<file path="config.mk">
export PLATFORM = sky130hd
export DESIGN_NAME = sms_sender_filter_parser_core
export DESIGN_NICKNAME = d
export VERILOG_FILES = /design/src/hdl/ssfp_pkg.sv /design/src/hdl/sms_sender_filter_parser_core.sv /design/src/hdl/ssfp_sender_match.sv
export VERILOG_INCLUDE_DIRS = /design/src /design/src/hdl
export SDC_FILE = /design/constraint.sdc
export NUM_CORES = 1
export LEC_CHECK = 0
export ABC_AREA = 1
export BUFFER_PORTS_ARGS = -buffer_cell sky130_fd_sc_hd__buf_2
export CAP_MARGIN = 10
export CORE_ASPECT_RATIO = 1.1
export CORE_MARGIN = 5
export CORE_UTILIZATION = 30
export CTS_BUF_LIST = sky130_fd_sc_hd__clkbuf_8 sky130_fd_sc_hd__clkbuf_16
export DETAILED_ROUTE_END_ITERATION = 12
export PLACE_DENSITY = 0.48
export SLEW_MARGIN = 20
export SYNTH_ARGS = -nofsm -noshare
export SYNTH_HDL_FRONTEND = slang
export SYNTH_HIERARCHICAL = 1
export SYNTH_SLANG_ARGS = --single-unit
</file>
<file path="constraint.sdc">
create_clock -name i_clk -period 2.8 [get_ports i_clk]
set_clock_uncertainty 0.1 [all_clocks]
set_input_delay 0.84 -clock i_clk [delete_from_list [all_inputs] [get_ports i_clk]]
set_output_delay 0.84 -clock i_clk [all_outputs]
set_load 0.05 [all_outputs]
</file>
<file path="src/hdl/sms_sender_filter_parser_core_defines.svh">
// Assertion macros shared by the SMS sender filter and parser.
`ifndef SMS_SENDER_FILTER_PARSER_CORE_DEFINES_SVH
`define SMS_SENDER_FILTER_PARSER_CORE_DEFINES_SVH

// Check that a condition implies another in the same cycle.
`define SSFP_ASSERT_SAME(label, ante, cons) \
    label: assert property (@(posedge i_clk) disable iff (!i_rst_n) (ante) |-> (cons)) \
        else $error("ssfp: same-cycle check failed");

// Check that a condition implies another in the next cycle.
`define SSFP_ASSERT_NEXT(label, ante, cons) \
    label: assert property (@(posedge i_clk) disable iff (!i_rst_n) (ante) |=> (cons)) \
        else $error("ssfp: next-cycle check failed");

`endif

</file>
<file path="src/hdl/ssfp_pkg.sv">
// Shared constants and types for the SMS sender filter and parser.
package ssfp_pkg;

    localparam int MSG_BUFFER = 160;
    localparam int CHAR_W     = 8;
    localparam int NUM_CHARS  = 10;
    localparam int HALF_CHARS = 5;
    localparam int HALF_W     = HALF_CHARS * CHAR_W;
    localparam int CNT_W      = 4;
    localparam int LEN_W      = 8;
    localparam int CFG_IDX_W  = 3;

    localparam logic [CHAR_W-1:0] QUOTE_CHAR   = 8'h22;
    localparam logic [CHAR_W-1:0] NEWLINE_CHAR = 8'h0a;
    localparam logic [CNT_W-1:0]  NUMBER_LEN   = 4'd13;
    localparam logic [CNT_W-1:0]  PREFIX_LEN   = 4'd3;
    localparam logic [LEN_W-1:0]  TEXT_CAP     = LEN_W'(MSG_BUFFER - 2);

    // Configuration register indexes
    localparam logic [CFG_IDX_W-1:0] CFG_FIRST_HEAD  = 3'd0;
    localparam logic [CFG_IDX_W-1:0] CFG_FIRST_TAIL  = 3'd1;
    localparam logic [CFG_IDX_W-1:0] CFG_SECOND_HEAD = 3'd2;
    localparam logic [CFG_IDX_W-1:0] CFG_SECOND_TAIL = 3'd3;

    // Result kinds
    localparam logic KIND_TEXT = 1'b0;
    localparam logic KIND_END  = 1'b1;

    // Per-character compare against both authorized numbers
    typedef struct packed {
        logic first;
        logic second;
    } t_match;

endpackage

</file>
<file path="src/hdl/sms_sender_filter_parser_core.sv">
// Top level of the SMS sender filter and text parser.
//
// Takes one modem receive byte per request and sustains one byte per clock cycle
// while the result channel is not stalled: a byte enters an input register, is parsed
// by a single pass of compare and counter logic, and any result is then registered
// in an output register. The input register lets a new byte be taken while a result still
// waits downstream. Sender characters four to thirteen are compared one per byte
// against both configured numbers. Text is emitted one byte late so the byte before
// the closing line feed is dropped; at most MSG_BUFFER-2 characters are emitted and
// the end-of-message result carries the length, the sender match and a truncated flag.
// Configuration writes are taken at any time and should occur while the block is idle.
module sms_sender_filter_parser_core (
    input  logic                           i_clk,
    input  logic                           i_rst_n,
    // byte input channel
    input  logic                           i_in_valid,
    output logic                           o_in_ready,
    input  logic [ssfp_pkg::CHAR_W-1:0]    i_rx_byte,
    // result channel
    output logic                           o_out_valid,
    input  logic                           i_out_ready,
    output logic                           o_kind,
    output logic [ssfp_pkg::CHAR_W-1:0]    o_text_char,
    output logic                           o_sender_ok,
    output logic [ssfp_pkg::LEN_W-1:0]     o_text_length,
    output logic                           o_truncated,
    // configuration write channel
    input  logic                           i_cfg_valid,
    output logic                           o_cfg_ready,
    input  logic [ssfp_pkg::CFG_IDX_W-1:0] i_cfg_index,
    input  logic [ssfp_pkg::HALF_W-1:0]    i_cfg_data
);
    import ssfp_pkg::*;

    `include "sms_sender_filter_parser_core_defines.svh"

    localparam logic [1:0] PH_WAIT_QUOTE = 2'd0;
    localparam logic [1:0] PH_NUMBER     = 2'd1;
    localparam logic [1:0] PH_WAIT_LF    = 2'd2;
    localparam logic [1:0] PH_TEXT       = 2'd3;

    // configuration
    logic [HALF_W-1:0] r_first_head, r_first_tail, r_second_head, r_second_tail;

    // input register
    logic              r_in_valid;
    logic [CHAR_W-1:0] r_in_byte;

    // parse state
    logic [1:0]        r_phase, n_phase;
    logic [CNT_W-1:0]  r_num_count, n_num_count;
    logic              r_match_first, n_match_first;
    logic              r_match_second, n_match_second;
    logic [CHAR_W-1:0] r_held_char, n_held_char;
    logic              r_held_valid, n_held_valid;
    logic [LEN_W-1:0]  r_text_count, n_text_count;
    logic              r_overflow, n_overflow;

    // output register
    logic              r_out_valid;
    logic              r_kind, n_kind;
    logic [CHAR_W-1:0] r_text_char, n_text_char;
    logic              r_sender_ok, n_sender_ok;
    logic [LEN_W-1:0]  r_text_length, n_text_length;
    logic              r_truncated, n_truncated;
    logic              n_has_result;

    logic              advance;
    logic [CNT_W-1:0]  char_pos;
    t_match            char_equal;

    // Handshakes
    assign advance     = r_in_valid && (!r_out_valid || i_out_ready);
    assign o_in_ready  = !r_in_valid || advance;
    assign o_cfg_ready = 1'b1;

    // Configuration registers
    always_ff @(posedge i_clk) begin
        if (!i_rst_n) begin
            r_first_head  <= '0;
            r_first_tail  <= '0;
            r_second_head <= '0;
            r_second_tail <= '0;
        end else if (i_cfg_valid) begin
            unique case (i_cfg_index)
                CFG_FIRST_HEAD:  r_first_head  <= i_cfg_data;
                CFG_FIRST_TAIL:  r_first_tail  <= i_cfg_data;
                CFG_SECOND_HEAD: r_second_head <= i_cfg_data;
                CFG_SECOND_TAIL: r_second_tail <= i_cfg_data;
                default: ;
            endcase
        end
    end

    // Hold the accepted byte until the parser takes it
    always_ff @(posedge i_clk) begin
        if (!i_rst_n) begin
            r_in_valid <= 1'b0;
        end else if (o_in_ready) begin
            r_in_valid <= i_in_valid;
        end
    end

    always_ff @(posedge i_clk) begin
        if (o_in_ready && i_in_valid) begin
            r_in_byte <= i_rx_byte;
        end
    end

    // Compare the current number byte against both authorized numbers
    assign char_pos = r_num_count - PREFIX_LEN;

    ssfp_sender_match u_match (
        .i_first_head  (r_first_head),
        .i_first_tail  (r_first_tail),
        .i_second_head (r_second_head),
        .i_second_tail (r_second_tail),
        .i_char_pos    (char_pos),
        .i_byte        (r_in_byte),
        .o_equal       (char_equal)
    );

    // Parse one byte
    always_comb begin
        n_phase        = r_phase;
        n_num_count    = r_num_count;
        n_match_first  = r_match_first;
        n_match_second = r_match_second;
        n_held_char    = r_held_char;
        n_held_valid   = r_held_valid;
        n_text_count   = r_text_count;
        n_overflow     = r_overflow;
        n_has_result   = 1'b0;
        n_kind         = KIND_TEXT;
        n_text_char    = '0;
        n_sender_ok    = 1'b0;
        n_text_length  = '0;
        n_truncated    = 1'b0;
        unique case (r_phase)
            PH_WAIT_QUOTE: begin
                if (r_in_byte == QUOTE_CHAR) begin
                    n_phase        = PH_NUMBER;
                    n_num_count    = '0;
                    n_match_first  = 1'b1;
                    n_match_second = 1'b1;
                end
            end
            PH_NUMBER: begin
                if (r_num_count < NUMBER_LEN) begin
                    if (r_num_count >= PREFIX_LEN) begin
                        if (!char_equal.first)  n_match_first  = 1'b0;
                        if (!char_equal.second) n_match_second = 1'b0;
                    end
                    n_num_count = r_num_count + CNT_W'(1);
                end else begin
                    n_phase = PH_WAIT_LF;
                end
            end
            PH_WAIT_LF: begin
                if (r_in_byte == NEWLINE_CHAR) begin
                    n_phase      = PH_TEXT;
                    n_held_valid = 1'b0;
                    n_text_count = '0;
                    n_overflow   = 1'b0;
                end
            end
            default: begin
                if (r_in_byte == NEWLINE_CHAR) begin
                    // close the message and clear for the next one
                    n_has_result   = 1'b1;
                    n_kind         = KIND_END;
                    n_sender_ok    = r_match_first || r_match_second;
                    n_text_length  = r_text_count;
                    n_truncated    = r_overflow;
                    n_phase        = PH_WAIT_QUOTE;
                    n_num_count    = '0;
                    n_match_first  = 1'b1;
                    n_match_second = 1'b1;
                    n_held_char    = '0;
                    n_held_valid   = 1'b0;
                    n_text_count   = '0;
                    n_overflow     = 1'b0;
                end else if (r_held_valid) begin
                    // emit the held byte or drop it past capacity
                    n_held_char = r_in_byte;
                    if (r_text_count < TEXT_CAP) begin
                        n_text_count = r_text_count + LEN_W'(1);
                        n_has_result = 1'b1;
                        n_text_char  = r_held_char;
                    end else begin
                        n_overflow = 1'b1;
                    end
                end else begin
                    n_held_char  = r_in_byte;
                    n_held_valid = 1'b1;
                end
            end
        endcase
    end

    // Advance parse state
    always_ff @(posedge i_clk) begin
        if (!i_rst_n) begin
            r_phase        <= PH_WAIT_QUOTE;
            r_num_count    <= '0;
            r_match_first  <= 1'b1;
            r_match_second <= 1'b1;
            r_held_char    <= '0;
            r_held_valid   <= 1'b0;
            r_text_count   <= '0;
            r_overflow     <= 1'b0;
        end else if (advance) begin
            r_phase        <= n_phase;
            r_num_count    <= n_num_count;
            r_match_first  <= n_match_first;
            r_match_second <= n_match_second;
            r_held_char    <= n_held_char;
            r_held_valid   <= n_held_valid;
            r_text_count   <= n_text_count;
            r_overflow     <= n_overflow;
        end
    end

    // Load or drain the result register
    always_ff @(posedge i_clk) begin
        if (!i_rst_n) begin
            r_out_valid <= 1'b0;
        end else if (advance && n_has_result) begin
            r_out_valid <= 1'b1;
        end else if (i_out_ready) begin
            r_out_valid <= 1'b0;
        end
    end

    always_ff @(posedge i_clk) begin
        if (advance && n_has_result) begin
            r_kind        <= n_kind;
            r_text_char   <= n_text_char;
            r_sender_ok   <= n_sender_ok;
            r_text_length <= n_text_length;
            r_truncated   <= n_truncated;
        end
    end

    assign o_out_valid   = r_out_valid;
    assign o_kind        = r_kind;
    assign o_text_char   = r_text_char;
    assign o_sender_ok   = r_sender_ok;
    assign o_text_length = r_text_length;
    assign o_truncated   = r_truncated;

    // Checks
    `SSFP_ASSERT_SAME(a_count_cap, 1'b1, r_text_count <= TEXT_CAP)
    `SSFP_ASSERT_SAME(a_num_count_range, r_phase == PH_NUMBER, r_num_count <= NUMBER_LEN)
    `SSFP_ASSERT_SAME(a_end_no_char, o_out_valid && (o_kind == KIND_END), o_text_char == '0)
    `SSFP_ASSERT_NEXT(a_end_clears, advance && n_has_result && (n_kind == KIND_END),
        (r_phase == PH_WAIT_QUOTE) && !r_held_valid && (r_text_count == '0))

endmodule

</file>
<file path="src/hdl/ssfp_sender_match.sv">
// Compares one sender number byte with the matching character of both authorized numbers.
module ssfp_sender_match (
    input  logic [ssfp_pkg::HALF_W-1:0] i_first_head,
    input  logic [ssfp_pkg::HALF_W-1:0] i_first_tail,
    input  logic [ssfp_pkg::HALF_W-1:0] i_second_head,
    input  logic [ssfp_pkg::HALF_W-1:0] i_second_tail,
    input  logic [ssfp_pkg::CNT_W-1:0]  i_char_pos,
    input  logic [ssfp_pkg::CHAR_W-1:0] i_byte,
    output ssfp_pkg::t_match            o_equal
);
    import ssfp_pkg::*;

    logic [NUM_CHARS-1:0][CHAR_W-1:0] first_chars;
    logic [NUM_CHARS-1:0][CHAR_W-1:0] second_chars;
    logic [CHAR_W-1:0]                first_sel;
    logic [CHAR_W-1:0]                second_sel;

    // Split each number into characters, first character in the high byte
    always_comb begin
        for (int k = 0; k < HALF_CHARS; k++) begin
            first_chars[k]               = i_first_head[(HALF_CHARS-1-k)*CHAR_W +: CHAR_W];
            first_chars[k+HALF_CHARS]    = i_first_tail[(HALF_CHARS-1-k)*CHAR_W +: CHAR_W];
            second_chars[k]              = i_second_head[(HALF_CHARS-1-k)*CHAR_W +: CHAR_W];
            second_chars[k+HALF_CHARS]   = i_second_tail[(HALF_CHARS-1-k)*CHAR_W +: CHAR_W];
        end
    end

    // Select the character at the current position; out-of-range positions unused
    always_comb begin
        if (i_char_pos < CNT_W'(NUM_CHARS)) begin
            first_sel  = first_chars[i_char_pos];
            second_sel = second_chars[i_char_pos];
        end else begin
            first_sel  = '0;
            second_sel = '0;
        end
    end

    assign o_equal.first  = (i_byte == first_sel);
    assign o_equal.second = (i_byte == second_sel);

endmodule

</file>
==> results.yml, run 1 <==
placed_design:
  dp_cells: 1968
  place_area_mm2: 0.0111
  numPortBuffers: 76
  gp_congestion: 0.925
  pre_cts_slack_ns: 0.219
  dp_hpwl_um: 23500
finish:
  layout_commonest_cell: "nand2_1"
  areaGrowthSynthToFinish_pct: 14.8
  final_area_mm2: 0.0119
  fillers: 3695
  drive_above_1_share: 0.122
  final_cells: 2011
  fin_nets: 1619
  num_antenna_cells: 0
  final_cell_mix: "nand2_1 (305), nor2_1 (303), dfxtp_1 (187)"
clocking:
  cts_tree: "done"
  cts_sinks: 215
  cts.clk_slew.worst_paths_ns: 0.06
  cts_inserted_buffers: 24
  cts_hold_buffers: 0
  cts_htree_levels: 1
  cts-resized-gates: 0
  cts_post_setup_buffers_inserted: 0
  clockBufferDepth: 3
  clk-insertion-delay-late_ns: 0.52
  clock-root-buffer: "clkbuf_16"
timing:
  finalCriticalPeriod_ns: 2.54
  setup-violations-final: 0
  whs_ns: 0.343
  tightest_slew_ns: 0.943
  timing.fmax_ghz: 0.394
  rsz0062_at_grt: "no"
  setup_tns_ns: 0
  fin_ws_ns: 0.259
  slew_headroom: 0.371
  final-hold-violation-count: 0
  min_period_over_period: 0.907
  maxSlewViolCount: 0
logic_synthesis:
  yosysTopAreaCell: "dfxtp_1"
  seq_area_frac_synth: 0.441
  synthDistinctLibCells: 39
  yosys.area.top_type_share: 0.363
  syn_area_mm2: 0.0104
  ys_ff_latch: 215
  ys_top_cells_by_area: "dfxtp_1 (36%), nand2_1 (11%), nor2_1 (11%)"
  yosys_warnings: 6
  synth_nets: 1579
  synthCells: 1516
  syn_area_per_cell_um2: 6.85
floorplan:
  ios: 78
  core_area_mm2: 0.0342
  rows: 71
  die_area_mm2: 0.0384
  die_w_um: 187
  die_h_um: 205
  initial_core_util: 0.303
global_route:
  antenna_found_initial: 0
  grt_max_degree: 81
  grt_pass1_wl_um: 52800
  grt_overflow: 0
  track_usage: 0.173
  grt_pass1_vias: 9173
power:
  power.switching_mw: 1.64
  p_int_mw: 5.15
  pwr-share-seq: 0.482
  switching_share: 0.242
  power_frac_comb: 0.060
  clockPowerShare: 0.458
  irDropWorstVdd_mv: 0.371
  p_leak_nw: 5.22
  p_per_area_mw_per_mm2: 570
drt:
  drt_pass1_iterations: 5
  wirelength_um: 33700
  antenna_left: 0
  avgRoutedWirePerCell_um: 16.8
  drt-initial-drc-count: 736
  drc: 0
  vias_per_cell: 4.70
  vias: 9455
hold_path:
  hp-class: "flip-flop to flip-flop"
  min_from: "r_first_head[19]"
worst_setup_path:
  critPathArrivalTime_ns: 2.84
  end_kind: "flip-flop"
  reg2reg_setup_slack_ns: 0.26
  critPathLaunch: "r_num_count[0]"
  worstSetupPathType: "flip-flop to flip-flop"
  crit_required_ns: 3.10
  cp-start-kind: "flip-flop"
  reg2reg_from: "r_num_count[0]"
  path_max_fanout: 16
run_status:
  status: "finished clean"
run:
  cap_violations: 0
worst paths after layout:
kind / endpoint / depth (start not counted)
worst min-delay path: r_first_head[19] / 2
worst min register to register: r_first_head[19] / 2
worst max-delay path: r_match_second / 17
worst max register to register: r_match_second / 17
synth_stat cells:
cell type and instances:
nand2_1 305, nor2_1 303, dfxtp_1 188, inv_1 160, o21ai_0 149, nand3_1 119, a21oi_1 70, buf_2 41
clkbuf_1 27, edfxtp_1 27, o21ai_1 26, inv_2 15, buf_4 11, nand2_2 10, ha_1 7, nand4_1 7
nor2_4 7, buf_1 4, nand3_2 4, buf_6 3, nor2_2 3, nor3_4 3, o211ai_1 3, or2_1 3
a211oi_1 2, inv_4 2, nand2_4 2, o21ai_4 2, or2_0 2, xor2_1 2, a21oi_4 1, a31oi_1 1
clkinv_1 1, conb_1 1, nor3_2 1, o21ai_2 1, o21bai_1 1, o22ai_1 1, xnor2_1 1
critical path, cell delays in order (launching register included):
cell and delay [ns]:
dfxtp_2 0.40, inv_2 0.07, ha_1 0.40, buf_4 0.24, nor2_2 0.18, nand2_1 0.07
a21oi_1 0.14, nor2_1 0.06, nand2_1 0.10, nand3_1 0.07, nand2_1 0.09, nor2_1 0.04
nand2_1 0.06, nor2_1 0.04, nand2_1 0.05, nand3_1 0.08, o21ai_1 0.14, nand3_1 0.07
power groups by stage:
stage	sequential [mW]	clock [mW]	combinational [mW]
global route	3.28	3.33	0.465
global placement	3.34	0	0.411
detailed placement	3.34	0	0.413
floorplan	3.31	0	0.250
CTS	3.27	3.19	0.415
finish	3.27	3.11	0.409
registers in the layout, summed over array words and instances, names as in the netlist, 2 cells and up:
signal	cells
r_phase	2
r_second_tail	40
o_text_length	8
r_first_head	40
r_in_byte	8
r_held_char	8
r_text_count	8
o_text_char	8
r_second_head	40
r_first_tail	40
r_num_count	4
routing by layer:
layer,track usage,share of wire,vias to the layer above
li1,-,-,4841
met1,0.225,0.45,4358
met2,0.298,0.49,207
met3,0.0235,0.040,49
met4,0.0539,0.028,0
met5,0,0,-
cell families (layout without fill, tap and decap cells):
| logic type | after synthesis | count (layout) | synth area share |
|---|---|---|---|
| AOI/OAI and AO/OA | 257 | 257 | 0.129 |
| xor gates and xnor gates | 3 | 3 | 0.00253 |
| adders and majority gates | 7 | 7 | 0.00844 |
| buffers and inverters | 264 | 321 | 0.107 |
| DFF | 215 | 215 | 0.441 |
| other | 1 | 1 | 0.000361 |
| and+or+nand+nor | 769 | 769 | 0.312 |
metrics by stage:
stage / total power [mW] / util
floorplan: 3.56 / -
CTS: 6.88 / 0.348
detailed placement: 3.75 / 0.326
global placement: 3.75 / 0.326
finish: 6.79 / 0.348
global route: 7.08 / 0.348
layout make-up:
cell class | instances | area (um2) | share of cell area
clock buffers | 29 | 681 | 0.0571
repair buffers | 100 | 638 | 0.0536
well taps | 438 | 548 | 0.0460
multi-input cells | 1037 | 4700 | 0.395
clock inverters | 14 | 93.8 | 0.00788
inverters | 178 | 673 | 0.0565
flip-flops and latches | 215 | 4580 | 0.384
No activity file was read; power rests on OpenSTA's default activity.
==> run 2: changes to the inputs <==
--- a/config.mk
+++ b/config.mk
@@ -9,13 +9,12 @@
 export ABC_AREA = 1
 export BUFFER_PORTS_ARGS = -buffer_cell sky130_fd_sc_hd__buf_2
 export CAP_MARGIN = 10
-export CORE_ASPECT_RATIO = 1.1
 export CORE_MARGIN = 5
 export CORE_UTILIZATION = 30
 export CTS_BUF_LIST = sky130_fd_sc_hd__clkbuf_8 sky130_fd_sc_hd__clkbuf_16
 export DETAILED_ROUTE_END_ITERATION = 12
 export PLACE_DENSITY = 0.48
-export SLEW_MARGIN = 20
+export SLEW_MARGIN = 40
 export SYNTH_ARGS = -nofsm -noshare
 export SYNTH_HDL_FRONTEND = slang
 export SYNTH_HIERARCHICAL = 1
==> run 2 against run 1 <==
Against the previous run: critical path depth rose by 1; first-iteration DRC count fell by 4.6%; worst setup slack got worse by 0.013 ns; highest routed layer unchanged; die area barely moved; fmax fell by 0.52%; clock power rose by 6%; via count rose by 1.0%; cell count rose by 0.99%; utilization rose by 0.077 points; critical path type unchanged.
==> results.yml, run 2 (synthesis gave the netlist of run 1 again) <==
drt:
  drt-initial-drc-count: 702
  drc: 0
  antenna_left: 0
  vias_per_cell: 4.70
  wirelength_um: 33700
  drt_pass1_iterations: 5
  vias: 9551
  avgRoutedWirePerCell_um: 16.6
finish:
  drive_above_1_share: 0.122
  final_area_mm2: 0.0120
  layout_commonest_cell: "nand2_1"
  num_antenna_cells: 0
  fin_util: 0.349
  seqCellArea_mm2: 0.00457
  final_cell_mix: "nand2_1 (305), nor2_1 (303), dfxtp_1 (188)"
  fin_nets: 1619
  fillers: 3782
  areaGrowthSynthToFinish_pct: 15.6
  multiInputGateArea_mm2: 0.00472
timing:
  min_period_over_period: 0.912
  setup_tns_ns: 0
  final-hold-violation-count: 0
  slew_headroom: 0.613
  fin_ws_ns: 0.246
  setup-violations-final: 0
  maxSlewViolCount: 0
  timing.fmax_ghz: 0.392
  rsz0062_at_grt: "no"
  tightest_slew_ns: 0.580
  finalCriticalPeriod_ns: 2.55
worst_setup_path:
  end_kind: "flip-flop"
  slowest_delay_ns: 0.32
  crit_required_ns: 3.10
  path_max_fanout: 16
  path_buf_inv: 2
  crit_path_cell_trace: "buf_4, ha_1, xnor2_2, buf_4, nor2_4, nand2_1, a21oi_1, nor2_1, nand2_1, nand3_1, nand2_1, nor2_1, nand2_1, nor2_1, nand2_1, nand3_1, o21ai_1, nand3_1"
  crit_path_top_delay_cell: "dfxtp_1"
  crit_top_cell: "nand2_1"
  cp-start-kind: "flip-flop"
  reg2reg_setup_slack_ns: 0.25
  crit_family: "simple AND/OR/NAND/NOR gates"
  worstSetupPathType: "flip-flop to flip-flop"
  critPathArrivalTime_ns: 2.85
run:
  cap_violations: 0
power:
  power.switching_mw: 1.65
  irDropWorstVdd_mv: 0.388
  total_power_mw: 6.97
  p_int_mw: 5.32
  switching_share: 0.236
  clockPowerShare: 0.472
  power_frac_comb: 0.059
  p_leak_nw: 5.25
  p_per_area_mw_per_mm2: 581
  pwr-share-seq: 0.469
global_route:
  grt_pass1_vias: 9102
  grt_pass1_wl_um: 52900
  grt_overflow: 0
  antenna_found_initial: 0
  grt_max_degree: 93
  track_usage: 0.171
clocking:
  cts_hold_buffers: 0
  cts.clk_slew.worst_paths_ns: 0.06
  cts_htree_levels: 1
  clockBufferDepth: 3
  cts-resized-gates: 0
  cts_tree: "done"
  clk-insertion-delay-late_ns: 0.53
  cts_post_setup_buffers_inserted: 0
  cts_sinks: 215
  cts_inserted_buffers: 26
  clock-root-buffer: "clkbuf_16"
hold_path:
  hp-class: "flip-flop to flip-flop"
floorplan:
  rows: 68
  ios: 78
  die_area_mm2: 0.0384
  die_h_um: 196
  die_w_um: 196
  initial_core_util: 0.302
  core_area_mm2: 0.0344
placed_design:
  place_area_mm2: 0.0111
  dp_hpwl_um: 23200
  numPortBuffers: 76
  pre_cts_slack_ns: 0.206
  gp_congestion: 0.913
run_status:
  status: "finished clean"
==> run 2: cell type report <==
cell class / count / share of cell area
clock inverter: 15 / 0.00793
inverter: 178 / 0.0567
sequential: 215 / 0.381
multi-input combinational: 1037 / 0.393
timing repair buffer: 98 / 0.0502
tap: 455 / 0.0475
clock buffer: 33 / 0.0632
==> run 2: worst paths after layout <==
path                                       start                to  cells after the start
worst max-delay path              r_num_count[0]    r_match_second                     18
worst min-delay path            r_first_head[15]  r_first_head[15]                      2
worst max register to register    r_num_count[0]    r_match_second                     18
worst min register to register  r_first_head[15]  r_first_head[15]                      2
==> run 2: metal layers <==
metal  GRT usage  wire length, um  up-vias  share of wire
met5           0                0        -              0
met4      0.0453              814        0          0.024
met3      0.0256             1750       50          0.052
met2       0.270            14700      243           0.44
met1       0.246            16400     4405           0.49
li1            -                -     4853              -
==> run 2: tightest hold or removal path: stages (launching register included) <==
cell     delay (ns)
dfxtp_1        0.31
inv_1          0.05
a21oi_1        0.05
==> run 2: metrics by stage <==
| step | hold WS, ns | instances |
|---|---|---|
| after floorplan | 0.319 | 1516 |
| after global placement | 0.331 | 1983 |
| after detailed placement | 0.336 | 1983 |
| after CTS | 0.344 | 2031 |
| after global routing | 0.354 | 2031 |
| final | 0.343 | 2031 |
==> run 2: power groups by stage <==
stage / clock network [mW] / registers, mW / logic, mW
6_report: 3.29 / 3.27 / 0.408
5_1_grt: 3.52 / 3.28 / 0.462
4_1_cts: 3.40 / 3.27 / 0.413
3_5_place_dp: 0 / 3.34 / 0.411
3_3_place_gp: 0 / 3.34 / 0.409
2_1_floorplan: 0 / 3.31 / 0.250
